--- config.mk ---
export PLATFORM = sky130hd
export DESIGN_NAME = sfe_mac
export DESIGN_NICKNAME = d
export VERILOG_FILES = /design/src/sfe_pkg.sv /design/src/sfe_mac.sv
export SDC_FILE = /design/constraint.sdc
export NUM_CORES = 2
export LEC_CHECK = 0
export BUFFER_PORTS_ARGS = -buffer_cell sky130_fd_sc_hd__buf_4
export CAP_MARGIN = 0
export CORE_MARGIN = 2
export CORE_UTILIZATION = 60
export DETAILED_ROUTE_END_ITERATION = 12
export PLACE_DENSITY = 0.78
export SYNTH_ARGS = -nofsm -noshare
export SYNTH_HDL_FRONTEND = slang
export SYNTH_SLANG_ARGS = --single-unit
export TNS_END_PERCENT = 30
--- constraint.sdc ---
create_clock -name clk -period 17.8 [get_ports clk]
set_clock_uncertainty 0.15 [all_clocks]
set_input_delay 1.78 -clock clk [delete_from_list [all_inputs] [get_ports clk]]
set_output_delay 1.78 -clock clk [all_outputs]
set_load 0.03 [all_outputs]
--- src/sfe_pkg.sv ---
// Shared types and constants for the stereo feedback echo block.
package sfe_pkg;

  localparam int CFG_INDEX_W = 2;
  localparam int CFG_DATA_W  = 17;
  localparam int AMOUNT_W    = 16;
  localparam int LENGTH_W    = 17;
  localparam int COEFF_W     = 16;
  localparam int GAIN_W      = 17;
  localparam int MAC_B_W     = 18;

  localparam logic [AMOUNT_W-1:0] BYPASS_LIMIT = 16'd655;
  localparam logic [GAIN_W-1:0]   FB_BASE      = 17'd13107;
  localparam logic [15:0]         FB_SLOPE     = 16'd19661;
  localparam logic [15:0]         WET_SLOPE    = 16'd20972;
  localparam logic [COEFF_W-1:0]  COEFF_RESET  = 16'd1887;
  localparam logic [LENGTH_W-1:0] LENGTH_RESET = 17'd1;

  typedef enum logic [CFG_INDEX_W-1:0] {
    REG_DELAY_AMOUNT   = 2'd0,
    REG_DELAY_LENGTH   = 2'd1,
    REG_HIGHPASS_COEFF = 2'd2
  } cfg_reg_t;

  typedef enum logic [3:0] {
    ST_CLEAR,
    ST_IDLE,
    ST_FB,
    ST_WET,
    ST_DIFF,
    ST_TRK,
    ST_UPD,
    ST_HP,
    ST_MFB,
    ST_MWET,
    ST_OUT,
    ST_WB,
    ST_DONE
  } state_t;

  typedef struct packed {
    logic en;
    logic shift17;
  } mac_op_t;

endpackage

--- src/sfe_mac.sv ---
// Shared multiply unit with round-to-nearest right shift by 16 or 17 bits.
module sfe_mac import sfe_pkg::*; #(
  parameter int A_W = 33
) (
  input  logic                    clk,
  input  mac_op_t                 op,
  input  logic signed [A_W-1:0]   a,
  input  logic signed [MAC_B_W-1:0] b,
  output logic signed [A_W+1:0]   result
);

  localparam int P_W = A_W + MAC_B_W;
  localparam logic signed [P_W-1:0] HALF16 = P_W'(32768);
  localparam logic signed [P_W-1:0] HALF17 = P_W'(65536);

  logic signed [P_W-1:0] mul;
  logic signed [P_W-1:0] prod;
  logic                  shift17_q;

  always_comb begin
    mul = a * b;
  end

  // The rounding offset is folded into the product so the consumer only adds.
  always_ff @(posedge clk) begin
    if (op.en) begin
      prod      <= mul + (op.shift17 ? HALF17 : HALF16);
      shift17_q <= op.shift17;
    end
  end

  assign result = shift17_q ? {prod[P_W-1], prod[P_W-1:17]} : prod[P_W-1:16];

endmodule

==> out/results.md <==
| Parameter | Value |
|---|---|
| Layout net count | 3032 |
| Final setup viols | 0 |
| Worst hold path type | primary input to flop |
| Area fraction in and, or, nand and nor cells after synthesis | 14.8% |
| Pin count of the biggest net entering global routing | 37 |
| Die width | 193 um |
| Yosys warning total | 0 |
| Worst setup path start | b[17] |
| Commonest register cell after synthesis | sky130_fd_sc_hd__edfxtp_1 |
| Number of sinks driven by the clock tree | 36 |
| Share of the cycle needed by the critical path after routing | 48.3% |
| First-pass GRT wire length | 87.8 mm |
| Post-layout instance count excluding filler cells | 2754 |
| Port Buf Inserts | 88 |
| Synth Instances | 2305 |
| Overall via count from detail_route | 15300 |
| Post-synth design cell area | 21400 um^2 |
| Signed area change from the synthesized netlist to the final layout | 4.69% |
| Final hold vios | 0 |
| Total of cells resized after clock tree synthesis | 0 |
| Die outline height | 193 um |
| Sequential area share after synthesis | 5.05% |
| Grt ovf | 0 |
| Worst Hold Launch | op[0] |
| Number of rows in the core area | 69 |
| DP Wirelength | 42.1 mm |
| Buffers inserted during post-CTS setup optimization | 0 |
| Mean post-synth cell area | 9.28 um^2 |
| Number of antenna violations at the first check in global routing | 0 |
| Post-synthesis async set-or-reset flop share | 0% |
| Clock transition at the registers of the reported paths | 0.06 ns |
| Worst-path maximum fanout | 27 |
| Multiplexer share of the synthesized area | 1.79% |
| Placer Congestion | 0.910 |
| Ratio of cells with drive above 1 in the final layout | 6.19% |
| Aggregate negative setup slack | 0 ns |
| Aggregate routed wire length | 52.4 mm |
| Depth of the CTS H-tree | 2 |
| Unrepaired setup endpoints after global routing | no |
| CTS tree | built |
| DRC violation count after routing | 0 |
| MaxCap Viol Count | 0 |
| Area inside the core boundary | 35300 um^2 |
| Final count of pins violating max slew | 0 |
| Compound-cell area share of the yosys netlist | 3.52% |
| Worst-path cell chain | buf_4 > inv_1 > buf_4 > nor2_1 > fa_1 > fa_1 > fa_1 > fa_1 > fa_1 > inv_1 > fa_1 > inv_1 > ha_1 > and4_1 > nand3_1 > o31ai_1 > o21ai_1 > o211ai_2 > a221oi_1 > and4b_1 > a2111oi_1 |
| Xor and xnor area share after synthesis | 1.80% |
| Cell mode on critical path | sky130_fd_sc_hd__fa_1 |
| Slowest stage delay, CP | 0.99 ns |
| Most common cell after layout, fill and taps aside | sky130_fd_sc_hd__inv_1 |
| Initial standard-cell utilization of the core | 60.6% |
| CTS Buffer Depth | 2 |
| Distinct cell type count of the synthesized netlist | 54 |
| Element type at the critical path start | primary input |
| CP Data Arrival Time | 8.54 ns |
| Number of global-route vias before repair | 17700 |
| F_max | 116 MHz |
| Count of hold-fix buffers inserted at cts | 0 |
| First drt pass iteration count | 5 |
| Net count after synthesis | 3045 |
| Detail-routed via count per cell | 5.55 |
| Count of nets left with antenna violations after detail routing | 0 |
| Post-route minimum period | 8.60 ns |
| Arithmetic-cell share of the synthesized area counting full adders, half adders and majority gates | 60.1% |
| Mean routed wirelength per cell | 19.0 um |
| Clock Tree Root | sky130_fd_sc_hd__clkbuf_16 |
| Count of flip-flops with a built-in enable after synthesis | 36 |
| Commonest non-fill, non-tap cells in the layout | 628 x sky130_fd_sc_hd__inv_1, 570 x sky130_fd_sc_hd__fa_1, 346 x sky130_fd_sc_hd__nand2_1 |
| Worst Setup End Kind | flop |
| Transition time at the pin with the least slew margin | 1.17 ns |
| Antenna diode count | 0 |
| Total clock buffers created by CTS | 5 |
| Worst EP required | 17.74 ns |
| Slew headroom | 21.1% |
| Number of design-rule violations left by the first detailed-router iteration | 846 |
| #FFs+latches synth | 36 |
| Global Route Usage Sum | 31.0% |
| Count of boundary I/O pins | 89 |
| Final standard cell utilization of the core | 63.4% |
| Slowest CP cell | sky130_fd_sc_hd__o31ai_1 |
| # placed instances | 2746 |
| Kind of critical path | primary input to flop |
| Result of the run | finished, final reports clean |
| Combinational family with the most area after synthesis | adder cells |
| Area of the die | 37200 um^2 |
stage by stage:
stage	hold slack, ns	instance area, um^2	setup slack, ns
finish	1.53	22400	9.20
global route	1.52	22400	9.02
CTS	1.52	22400	9.30
detailed placement	1.83	22200	9.00
global placement	1.82	22200	9.08
floorplan	1.73	21400	9.76
per-layer routing:
layer,vias up,track usage (%),share of wire (%)
met5,-,0,0
met4,0,17.0,6.1
met3,202,4.20,6.9
met2,668,55.4,52
met1,7850,36.1,35
li1,6558,-,-
final cells by class:
class                           count  area, um^2
Clock buffer                        5         125
Clock inverter                      3        42.5
Fill cell                        2855       12900
Inverter                          628        2360
Multi-Input combinational cell   1531       17500
Sequential cell                    36        1080
Tap cell                          461         577
Timing Repair Buffer               90         676
cell usage after synthesis, drive strengths merged, types with 2 or more instances:
master	n	share of area (%)
inv	628	11
fa	570	53
nand2	346	6.1
and2	227	6.6
ha	116	6.8
clkbuf	109	1.9
a21oi	41	0.99
nor2	37	0.65
edfxtp	36	5.1
mux2	34	1.8
xnor2	27	1.1
a21o	20	0.70
xor2	17	0.70
o21ai	14	0.40
nand4	9	0.26
and3	8	0.24
nand2b	6	0.18
nand3	6	0.14
o21bai	6	0.21
nor3	5	0.12
a221oi	4	0.19
a31oi	4	0.12
and4	4	0.16
nor2b	3	0.088
o211ai	3	0.13
o31ai	3	0.11
a31o	2	0.082
or2	2	0.059
path summary, 6_finish.rpt:
check / endpoint / cells past startpoint
max: prod[43] / 21
min: shift17_q / 1
worst max-delay path, delay by kind of cell:
family	cells	cell delay (ns)
and+or+nand+nor	4	0.76
adders and majority gates	7	3.25
buffers and inverters	5	0.75
AOI/OAI and AO/OA	5	1.96
state kept, by name, indices dropped and copies added, names as in the netlist:
register	flops
shift17_q	1
prod	35
cell families (layout without fill, tap and decap cells):
logic type | after synthesis | in the layout
buf+inv | 738 | 726
fa+ha+maj | 686 | 686
simple gates | 657 | 657
compound gates | 110 | 110
xor+xnor | 44 | 44
flops | 36 | 36
mux | 34 | 34
Power is not shown: default switching activity piles up to over one toggle a cycle in this logic, so the estimate is an artifact.
